`src/assert_macros.svh`:
```
// ----------------------------------------------------------------------------
// assertion macros
// shared wrappers for concurrent checks, removed for synthesis
// ----------------------------------------------------------------------------
`ifndef ASSERT_MACROS_SVH
`define ASSERT_MACROS_SVH
`ifndef SYNTHESIS
`define ASSERT_CLK(lbl, clk, rst, prop) \
   lbl: assert property (@(posedge clk) disable iff (rst) prop) \
      else $error("assertion failed");
`define ASSERT_NEVER(lbl, clk, rst, expr) \
   lbl: assert property (@(posedge clk) disable iff (rst) !(expr)) \
      else $error("forbidden condition seen");
`else
`define ASSERT_CLK(lbl, clk, rst, prop)
`define ASSERT_NEVER(lbl, clk, rst, expr)
`endif
`endif

```
`src/ist_pkg.sv`:
```
// ----------------------------------------------------------------------------
// ist_pkg
// shared constants, codes and control structs of the interval set tracker
// ----------------------------------------------------------------------------
package ist_pkg;

   localparam int MAX_INTERVALS_DEF = 16;
   localparam int COORD_BITS_DEF    = 32;

   localparam logic [1:0] OP_ADD    = 2'd0;
   localparam logic [1:0] OP_REMOVE = 2'd1;
   localparam logic [1:0] OP_QUERY  = 2'd2;
   localparam logic [1:0] OP_NONE   = 2'd3;

   localparam logic [1:0] ST_OK    = 2'd0;
   localparam logic [1:0] ST_EMPTY = 2'd1;
   localparam logic [1:0] ST_FULL  = 2'd2;

   // controller to datapath
   typedef struct packed {
      logic       capture;
      logic       init;
      logic       step;
      logic       second;
      logic       tail;
      logic       finish;
      logic [1:0] status;
   } cmd_type;

   // datapath to controller
   typedef struct packed {
      logic skip;
      logic empty;
      logic cnt_zero;
      logic p0v;
      logic p1v;
      logic full;
      logic more;
      logic in_range;
      logic tail_need;
   } sts_type;

endpackage

```
`src/ist_datapath.sv`:
```
// ----------------------------------------------------------------------------
// ist_datapath
// double-banked interval tables, scan registers and result register
// ----------------------------------------------------------------------------
`include "assert_macros.svh"
module ist_datapath #(
   parameter int MAX_INTERVALS = ist_pkg::MAX_INTERVALS_DEF,
   parameter int COORD_BITS    = ist_pkg::COORD_BITS_DEF
) (
   input  logic                  clock,
   input  logic                  reset,
   input  logic [1:0]            op,
   input  logic [COORD_BITS-1:0] lo,
   input  logic [COORD_BITS-1:0] hi,
   input  ist_pkg::cmd_type      cmd,
   output ist_pkg::sts_type      sts,
   output logic                  covered,
   output logic [1:0]            status,
   output logic [4:0]            interval_count
);

   localparam int IW = (MAX_INTERVALS > 1) ? $clog2(MAX_INTERVALS) : 1;
   localparam int CW = $clog2(MAX_INTERVALS + 1);
   localparam int AW = IW + 1;
   localparam int DEPTH = 2 * MAX_INTERVALS;
   localparam logic [CW-1:0] MAX_CNT = CW'(MAX_INTERVALS);

   logic [COORD_BITS-1:0] starts_mem [DEPTH];
   logic [COORD_BITS-1:0] ends_mem   [DEPTH];

   logic [1:0]            op_ff, op_in;
   logic [COORD_BITS-1:0] lo_ff, lo_in, hi_ff, hi_in;
   logic                  bank_ff, bank_in;
   logic [CW-1:0]         count_ff, count_in;
   logic [CW-1:0]         i_ff, i_in, n_ff, n_in;
   logic                  mdone_ff, mdone_in, cov_ff, cov_in;
   logic [COORD_BITS-1:0] ms_ff, ms_in, me_ff, me_in;
   logic [COORD_BITS-1:0] p1s_ff, p1s_in, p1e_ff, p1e_in;
   logic [COORD_BITS-1:0] rd_s_ff, rd_e_ff;
   logic                  cov_out_ff, cov_out_in;
   logic [1:0]            st_out_ff, st_out_in;
   logic [CW-1:0]         cnt_out_ff, cnt_out_in;
   logic [CW+4:0]         cnt_wide;

   logic [AW-1:0]         raddr, waddr;
   logic                  we, commit;
   logic [COORD_BITS-1:0] wd_s, wd_e;
   logic                  p0v, p1v;
   logic [COORD_BITS-1:0] p0s, p0e, p1s, p1e;
   logic [CW:0]           i_next;

   assign raddr  = {bank_ff, i_ff[IW-1:0]};
   assign waddr  = {~bank_ff, n_ff[IW-1:0]};
   assign i_next = {1'b0, i_ff} + {{CW{1'b0}}, 1'b1};

   // per-entry decision: up to two pushes into the spare bank
   always_comb begin
      p0v = 1'b0;
      p1v = 1'b0;
      p0s = rd_s_ff;
      p0e = rd_e_ff;
      p1s = rd_s_ff;
      p1e = rd_e_ff;
      case (op_ff)
         ist_pkg::OP_ADD: begin
            if (mdone_ff) begin
               p0v = 1'b1;
            end else if (rd_e_ff < lo_ff) begin
               p0v = 1'b1;
            end else if (rd_s_ff > hi_ff) begin
               p0v = 1'b1;
               p0s = ms_ff;
               p0e = me_ff;
               p1v = 1'b1;
            end
         end
         ist_pkg::OP_REMOVE: begin
            if (rd_e_ff <= lo_ff || rd_s_ff >= hi_ff) begin
               p0v = 1'b1;
            end else begin
               p0v = (rd_s_ff < lo_ff) || (rd_e_ff > hi_ff);
               p1v = (rd_s_ff < lo_ff) && (rd_e_ff > hi_ff);
               if (rd_s_ff < lo_ff) begin
                  p0e = lo_ff;
               end else begin
                  p0s = hi_ff;
               end
               p1s = hi_ff;
            end
         end
         default: begin
         end
      endcase
   end

   always_comb begin
      sts.skip      = (op_ff == ist_pkg::OP_NONE);
      sts.empty     = (lo_ff >= hi_ff);
      sts.cnt_zero  = (count_ff == '0);
      sts.p0v       = p0v;
      sts.p1v       = p1v;
      sts.full      = (n_ff == MAX_CNT);
      sts.more      = (i_next < {1'b0, count_ff});
      sts.in_range  = (i_ff < count_ff);
      sts.tail_need = (op_ff == ist_pkg::OP_ADD) && !mdone_ff;
   end

   always_comb begin
      wd_s = p0s;
      wd_e = p0e;
      if (cmd.second) begin
         wd_s = p1s_ff;
         wd_e = p1e_ff;
      end else if (cmd.tail) begin
         wd_s = ms_ff;
         wd_e = me_ff;
      end
      we = (cmd.step && p0v || cmd.second || cmd.tail && sts.tail_need) && !sts.full;
      commit = cmd.finish && (cmd.status == ist_pkg::ST_OK)
               && (op_ff == ist_pkg::OP_ADD || op_ff == ist_pkg::OP_REMOVE);
   end

   always_comb begin
      op_in    = cmd.capture ? op : op_ff;
      lo_in    = cmd.capture ? lo : lo_ff;
      hi_in    = cmd.capture ? hi : hi_ff;
      i_in     = i_ff;
      n_in     = we ? CW'(n_ff + 1'b1) : n_ff;
      mdone_in = mdone_ff;
      ms_in    = ms_ff;
      me_in    = me_ff;
      cov_in   = cov_ff;
      p1s_in   = p1s_ff;
      p1e_in   = p1e_ff;
      if (cmd.init) begin
         i_in     = '0;
         n_in     = '0;
         mdone_in = 1'b0;
         ms_in    = lo_ff;
         me_in    = hi_ff;
         cov_in   = 1'b0;
      end
      if (cmd.step) begin
         i_in   = i_next[CW-1:0];
         p1s_in = p1s;
         p1e_in = p1e;
         if (op_ff == ist_pkg::OP_QUERY) begin
            cov_in = cov_ff || (rd_s_ff <= lo_ff && rd_e_ff >= hi_ff);
         end
         if (op_ff == ist_pkg::OP_ADD && !mdone_ff && !(rd_e_ff < lo_ff)) begin
            if (rd_s_ff > hi_ff) begin
               mdone_in = 1'b1;
            end else begin
               ms_in = (rd_s_ff < ms_ff) ? rd_s_ff : ms_ff;
               me_in = (rd_e_ff > me_ff) ? rd_e_ff : me_ff;
            end
         end
      end
      bank_in    = commit ? ~bank_ff : bank_ff;
      count_in   = commit ? n_ff : count_ff;
      cov_out_in = cov_out_ff;
      st_out_in  = st_out_ff;
      cnt_out_in = cnt_out_ff;
      if (cmd.finish) begin
         cov_out_in = cov_ff && (op_ff == ist_pkg::OP_QUERY)
                      && (cmd.status == ist_pkg::ST_OK);
         st_out_in  = cmd.status;
         cnt_out_in = count_in;
      end
   end

   always_ff @(posedge clock) begin
      if (reset) begin
         bank_ff  <= 1'b0;
         count_ff <= '0;
         n_ff     <= '0;
      end else begin
         bank_ff  <= bank_in;
         count_ff <= count_in;
         n_ff     <= n_in;
      end
   end

   always_ff @(posedge clock) begin
      op_ff      <= op_in;
      lo_ff      <= lo_in;
      hi_ff      <= hi_in;
      i_ff       <= i_in;
      mdone_ff   <= mdone_in;
      ms_ff      <= ms_in;
      me_ff      <= me_in;
      cov_ff     <= cov_in;
      p1s_ff     <= p1s_in;
      p1e_ff     <= p1e_in;
      cov_out_ff <= cov_out_in;
      st_out_ff  <= st_out_in;
      cnt_out_ff <= cnt_out_in;
   end

   // table banks: one read and one write port shared by both banks
   always_ff @(posedge clock) begin
      if (we) begin
         starts_mem[waddr] <= wd_s;
         ends_mem[waddr]   <= wd_e;
      end
      rd_s_ff <= starts_mem[raddr];
      rd_e_ff <= ends_mem[raddr];
   end

   assign cnt_wide       = {5'b0, cnt_out_ff};
   assign covered        = cov_out_ff;
   assign status         = st_out_ff;
   assign interval_count = cnt_wide[4:0];

   `ASSERT_NEVER(a_count_range, clock, reset, count_ff > MAX_CNT)
   `ASSERT_NEVER(a_fill_range, clock, reset, n_ff > MAX_CNT)
   `ASSERT_CLK(a_bank_flip, clock, reset, commit |=> bank_ff != $past(bank_ff))

endmodule

```
`src/ist_controller.sv`:
```
// ----------------------------------------------------------------------------
// ist_controller
// sequencer for the table scan and the result handshake
// ----------------------------------------------------------------------------
`include "assert_macros.svh"
module ist_controller (
   input  logic             clock,
   input  logic             reset,
   input  logic             req_tvalid,
   output logic             req_tready,
   output logic             rsp_tvalid,
   input  logic             rsp_tready,
   input  ist_pkg::sts_type sts,
   output ist_pkg::cmd_type cmd
);

   typedef enum logic [7:0] {
      IDLE  = 8'b0000_0001,
      CHECK = 8'b0000_0010,
      READ  = 8'b0000_0100,
      PROC  = 8'b0000_1000,
      PUSH2 = 8'b0001_0000,
      TAIL  = 8'b0010_0000,
      RESP  = 8'b0100_0000,
      SPARE = 8'b1000_0000
   } state_type;

   state_type  state_ff, state_in;
   logic [1:0] st_ff, st_in;
   logic       valid_ff, valid_in;

   always_comb begin
      state_in   = state_ff;
      st_in      = st_ff;
      cmd        = '0;
      cmd.status = st_ff;
      req_tready = (state_ff == IDLE);
      case (state_ff)
         IDLE: begin
            if (req_tvalid) begin
               cmd.capture = 1'b1;
               state_in    = CHECK;
            end
         end
         CHECK: begin
            cmd.init = 1'b1;
            st_in    = ist_pkg::ST_OK;
            if (sts.skip) begin
               state_in = RESP;
            end else if (sts.empty) begin
               st_in    = ist_pkg::ST_EMPTY;
               state_in = RESP;
            end else if (sts.cnt_zero) begin
               state_in = TAIL;
            end else begin
               state_in = READ;
            end
         end
         READ: begin
            state_in = PROC;
         end
         PROC: begin
            cmd.step = 1'b1;
            if (sts.p0v && sts.full) begin
               st_in    = ist_pkg::ST_FULL;
               state_in = RESP;
            end else if (sts.p1v) begin
               state_in = PUSH2;
            end else if (sts.more) begin
               state_in = READ;
            end else begin
               state_in = TAIL;
            end
         end
         PUSH2: begin
            cmd.second = 1'b1;
            if (sts.full) begin
               st_in    = ist_pkg::ST_FULL;
               state_in = RESP;
            end else if (sts.in_range) begin
               state_in = READ;
            end else begin
               state_in = TAIL;
            end
         end
         TAIL: begin
            cmd.tail = 1'b1;
            st_in    = (sts.tail_need && sts.full) ? ist_pkg::ST_FULL : ist_pkg::ST_OK;
            state_in = RESP;
         end
         RESP: begin
            if (!valid_ff || rsp_tready) begin
               cmd.finish = 1'b1;
               state_in   = IDLE;
            end
         end
         default: begin
            state_in = IDLE;
         end
      endcase
   end

   always_comb begin
      valid_in = valid_ff;
      if (cmd.finish) begin
         valid_in = 1'b1;
      end else if (rsp_tready) begin
         valid_in = 1'b0;
      end
   end

   assign rsp_tvalid = valid_ff;

   always_ff @(posedge clock) begin
      if (reset) begin
         state_ff <= IDLE;
         valid_ff <= 1'b0;
      end else begin
         state_ff <= state_in;
         valid_ff <= valid_in;
      end
   end

   always_ff @(posedge clock) begin
      st_ff <= st_in;
   end

   `ASSERT_CLK(a_accept_check, clock, reset, req_tvalid && req_tready |=> state_ff == CHECK)
   `ASSERT_CLK(a_push2_order, clock, reset, state_ff == PUSH2 |-> $past(state_ff) == PROC)
   `ASSERT_CLK(a_rsp_source, clock, reset, $rose(valid_ff) |-> $past(state_ff) == RESP)

endmodule

```
`src/interval_set_tracker.sv`:
```
// ----------------------------------------------------------------------------
// interval_set_tracker
// sorted set of disjoint half-open intervals with add, remove and query
// ----------------------------------------------------------------------------
// Each request beat carries a span [left, right) and a kind in req_tuser:
// add merges it into the stored set, remove cuts it out (trimming or
// splitting entries), query reports whether one stored interval covers it.
// Every request returns exactly one response beat with the covered flag,
// a status (ok, empty span, table full with the table left unchanged)
// and the interval count afterwards. The block handles one request at a
// time and walks the table one entry at a time through its single read
// port, with an extra write step when an entry splits or the merged
// interval is emitted. Results are built in a second table bank that
// becomes current only on success, so no copy and no clearing pass are
// needed. A finished response waits in an output register while the
// next request is already being taken.
module interval_set_tracker #(
   parameter int MAX_INTERVALS = ist_pkg::MAX_INTERVALS_DEF,
   parameter int COORD_BITS    = ist_pkg::COORD_BITS_DEF
) (
   input  logic                                  clock,
   input  logic                                  reset,
   input  logic                                  req_tvalid,
   output logic                                  req_tready,
   // left_bound, right_bound
   input  logic [((2*COORD_BITS+7)/8)*8-1:0]     req_tdata,
   // req_type
   input  logic [1:0]                            req_tuser,
   output logic                                  rsp_tvalid,
   input  logic                                  rsp_tready,
   // covered, interval_count
   output logic [7:0]                            rsp_tdata,
   // status
   output logic [1:0]                            rsp_tuser
);

   ist_pkg::cmd_type cmd;
   ist_pkg::sts_type sts;
   logic             covered;
   logic [4:0]       interval_count;

   // scan sequencer
   ist_controller u_ctrl (
      .clock      (clock),
      .reset      (reset),
      .req_tvalid (req_tvalid),
      .req_tready (req_tready),
      .rsp_tvalid (rsp_tvalid),
      .rsp_tready (rsp_tready),
      .sts        (sts),
      .cmd        (cmd)
   );

   // tables and scan registers
   ist_datapath #(
      .MAX_INTERVALS (MAX_INTERVALS),
      .COORD_BITS    (COORD_BITS)
   ) u_dp (
      .clock          (clock),
      .reset          (reset),
      .op             (req_tuser),
      .lo             (req_tdata[COORD_BITS-1:0]),
      .hi             (req_tdata[2*COORD_BITS-1:COORD_BITS]),
      .cmd            (cmd),
      .sts            (sts),
      .covered        (covered),
      .status         (rsp_tuser),
      .interval_count (interval_count)
   );

   assign rsp_tdata = {2'b00, interval_count, covered};

endmodule
```
`config.mk`:
```
export PLATFORM = sky130hd
export DESIGN_NAME = interval_set_tracker
export DESIGN_NICKNAME = d
export VERILOG_FILES = /design/src/ist_pkg.sv /design/src/ist_datapath.sv /design/src/ist_controller.sv /design/src/interval_set_tracker.sv
export VERILOG_INCLUDE_DIRS = /design/src /design/src/src
export SDC_FILE = /design/constraint.sdc
export NUM_CORES = 2
export LEC_CHECK = 0
export ABC_AREA = 0
export BUFFER_PORTS_ARGS = -buffer_cell sky130_fd_sc_hd__buf_2
export CAP_MARGIN = 20
export CORE_MARGIN = 3
export CORE_UTILIZATION = 40
export CTS_CLUSTER_SIZE = 16
export DETAILED_ROUTE_END_ITERATION = 6
export GPL_TIMING_DRIVEN = 0
export PLACE_DENSITY_LB_ADDON = 0.08
export RECOVER_POWER = 100
export SYNTH_ARGS = -nofsm -noshare
export SYNTH_HDL_FRONTEND = slang
export SYNTH_HIERARCHICAL = 1
export SYNTH_SLANG_ARGS = --single-unit
```
`constraint.sdc`:
```
create_clock -name clock -period 7.35 [get_ports clock]
set_clock_uncertainty 0.15 [all_clocks]
set_input_delay 0.3675 -clock clock [delete_from_list [all_inputs] [get_ports clock]]
set_output_delay 0.3675 -clock clock [all_outputs]
set_load 0.01 [all_outputs]
```
==> flow_metrics.env <==
export IMPL_violations="max-capacitance violations, max-slew violations"
export IMPL_peak_supply_drop_mv=0.229
export IMPL_finish_net_count=6644
export IMPL_numPortBuffers=79
export IMPL_design_portCount=82
export IMPL_cts_repair_timing_setup_buffer_count=0
export IMPL_worstPathBufferInverterCount=4
export IMPL_count_of_maximum_capacitance_violations=8
export IMPL_clock_tree_htree_level_count=5
export IMPL_clock_sinks=2342
export IMPL_ys_flop_type="edfxtp_1"
export IMPL_relSlewSlack=-0.896
export IMPL_wirelength_um=325000
export IMPL_crit_path_end_kind="flop"
export IMPL_fin_cells=9704
export IMPL_routed_wire_length_per_instance_um=33.5
export IMPL_largest_net_degree_at_the_start_of_global_routing=73
export IMPL_worstHoldPathCells=2
export IMPL_crit_fanout=26
export IMPL_dr_first_iter_drc_count=6643
export IMPL_design_core_area_um2=239000
export IMPL_post_route_drc_count=0
export IMPL_finish_utilization=0.476
export IMPL_final_layout_size_suffix_gt1_frac=0.183
export IMPL_wire_length_of_the_first_global_routing_pass_um=450000
export IMPL_slew_viols_final=118
export IMPL_mappedNetlistArea_um2=96600
export IMPL_cts_tree="yes"
export IMPL_timing_critical_path_cells="inv_1 > ha_1 > nand4_1 > or3_1 > nor4_1 > o31a_1 > nor2_1 > nor4_4 > clkbuf_1 > buf_4 > a221oi_1 > a21oi_1 > clkbuf_2"
export IMPL_min_path_type="in -> reg"
export IMPL_required_ns=7.84
export IMPL_flow_area_growth_from_synthesis_pct=17.7
export IMPL_synth_cell_types=85
export IMPL_clk_transition_reported_paths_ns=0.06
export IMPL_clockBufferDepth=4
export IMPL_post_dp_hpwl_um=234000
export IMPL_report_final_hold_viol_count=0
export IMPL_unrepaired_setup_endpoints_after_global_routing="no"
export IMPL_mostFrequentLayoutCells="edfxtp_1, mux2i_1, nand2_1"
export IMPL_synth_avg_cell_area_um2=17.0
export IMPL_final_seq_area_um2=69500
export IMPL_numCtsBuffers=277
export IMPL_layout_worst_path_cycle_share=0.962
export IMPL_number_of_enable_flip_flop_cells_after_synthesis=2257
export IMPL_r2r_slack_ns=0.28
export IMPL_clock_root_buffer="clkbuf_16"
export IMPL_routed_via_density=5.88
export IMPL_dieWidth_um=497
export IMPL_cp_slowest_stage_delay_ns=1.11
export IMPL_synth_area_leaders="edfxtp_1, mux4_2, mux2i_1, ha_1, dfxtp_1"
export IMPL_cp_arrival_ns=7.56
export IMPL_gpl_final_weighted_congestion=0.950
export IMPL_multi_input_area_um2=25600
export IMPL_cp_top_family="simple AND/OR/NAND/NOR gates"
export IMPL_ys_async_sr_fraction=0
export IMPL_worst_slew_pin_transition_ns=2.84
export IMPL_p_per_area_nw_per_um2=265
export IMPL_outcome="finished, violations left"
export IMPL_cpMaxStageDelayCell="nor4_1"
export IMPL_postSynthCellCount=5673
export IMPL_standby_leakage_power_uw=0.0388
export IMPL_ant_nets=0
export IMPL_setup_violations_final=0
export IMPL_die_y_um=497
export IMPL_grt_total_ovfl=0
export IMPL_max_freq_mhz=142
export IMPL_fin_crit_period_ns=7.07
export IMPL_yosysWarningCount=6
export IMPL_critPathKind="reg -> reg"
export IMPL_most_common_cell_after_layout_fill_and_taps_aside="edfxtp_1"
export IMPL_grt_pass1_vias=55900
export IMPL_rows=179
export IMPL_synth_ff_latch_count=2342
export IMPL_dr_pass1_iters=6
export IMPL_yosysSeqAreaShare=0.719
export IMPL_critical_path_startpoint_type="flop"
export IMPL_reg2regPathDepth=13
export IMPL_netlist_top_cell_by_area="edfxtp_1"
export IMPL_total_routing_resource_utilization_after_global_routing=0.259
export IMPL_layout_filler_cells=20400
export IMPL_grt_antenna_before_repair=21
export IMPL_critical_path_depth=13
export IMPL_floorplan_initialDensity=0.404
export IMPL_placed_cells_incl_taps=9119
export IMPL_worstSkewPairLatency_ns=0.93
export IMPL_design_die_area_um2=247000
export IMPL_vias=57100
export IMPL_synth_top_cell_area_share=0.702
-- area by class of cell --
| class | count | area share |
|---|---|---|
| Antenna cell | 4 | 0.0000881 |
| Tap cell | 3167 | 0.0349 |
| Multi-Input combinational cell | 2883 | 0.225 |
| Buffer | 303 | 0.0110 |
| Clock inverter | 116 | 0.00872 |
| Clock buffer | 358 | 0.0651 |
| Sequential cell | 2342 | 0.611 |
| Timing Repair Buffer | 385 | 0.0386 |
| Inverter | 146 | 0.00482 |
-- where the power goes --
part / total, µW / internal [µW] / switching [µW]
Sequential: 15400 / 15000 / 359
Combinational: 1760 / 650 / 1110
Clock: 12900 / 7610 / 5330
Total: 30100 / 23300 / 6800
-- worst paths after layout --
path | start | to
worst min register to register | u_dp/cov_ff$_DFF_P_ | u_dp/cov_ff$_DFF_P_
worst max-delay path | u_dp/lo_ff[30]$_DFFE_PP_ | u_dp/ends_mem[16][7]$_DFFE_PP_
worst min-delay path | req_tdata[48] | u_dp/hi_ff[16]$_DFFE_PP_
worst max register to register | u_dp/lo_ff[30]$_DFFE_PP_ | u_dp/ends_mem[16][7]$_DFFE_PP_
-- stage by stage --
stage	power (µW)	TNS [ns]	setup WS, ns	hold slack [ns]	area, µm²
after floorplan	16500	0	1.41	0.287	96600
after global placement	17200	-9706.55	-5.66	0.332	101000
after detailed placement	17400	0	0.688	0.350	105000
after CTS	30400	0	0.628	0.00576	115000
after global routing	31100	0	0.148	0.0351	114000
final	30100	0	0.283	0.0839	114000
-- cell families after synthesis --
logic type | share of synthesized area
flip-flops | 0.719
AO/OA/AOI/OAI | 0.0716
multiplexers | 0.127
AND/OR/NAND/NOR | 0.0327
buffers and inverters | 0.0188
XOR/XNOR | 0.000453
other | 0.0000388
adder cells (fa/ha/maj) | 0.0306
-- cell usage after synthesis, types with 9 or more instances --
cell         n
nor4_1      10
nor2b_1     22
clkbuf_1   179
nand2_1    426
nand3_1     24
o21ai_0    282
nand2b_1    13
o22ai_1    125
mux4_2     273
inv_1      146
mux2_2     151
edfxtp_1  2257
a211oi_1     9
buf_1       54
nand4_1     43
a21oi_1    320
buf_2       57
ha_1       236
a221oi_1    69
nor3_1      15
dfxtp_1     85
buf_4       11
mux2i_1    438
a21o_1      37
nor2_1      68
o221ai_1   190
-- state kept, by name, summed over array words and instances, names as in the netlist, 2 cells and up --
signal	flops
u_dp/op_ff	2
u_dp/ms_ff	32
u_dp/i_ff	5
u_dp/starts_mem	1024
u_dp/me_ff	32
u_dp/p1e	32
u_dp/status	2
u_dp/interval_count	5
u_ctrl/st_ff	2
u_dp/p1e_ff	32
u_dp/rd_s_ff	32
u_dp/p1s_ff	32
u_dp/lo_ff	32
u_dp/n_ff	5
u_dp/ends_mem	1024
u_dp/count_ff	5
u_ctrl/state_ff	7
u_dp/hi_ff	32
-- layer usage --
layer | vias up | track usage | part of all wire
met1 | 30100 | 0.365 | 0.43
met3 | 505 | 0.0397 | 0.069
met2 | 2286 | 0.412 | 0.47
li1 | 24200 | - | -
met5 | - | 0 | 0.000077
met4 | 4 | 0.0837 | 0.037
-- what timing repair did --
action	CTS	global route
endpoints found under the hold margin	118	0
gates resized for setup	0	0
hold buffers	103	0
endpoints found under the setup margin	0	0
No activity file was read; power rests on OpenSTA's default activity.
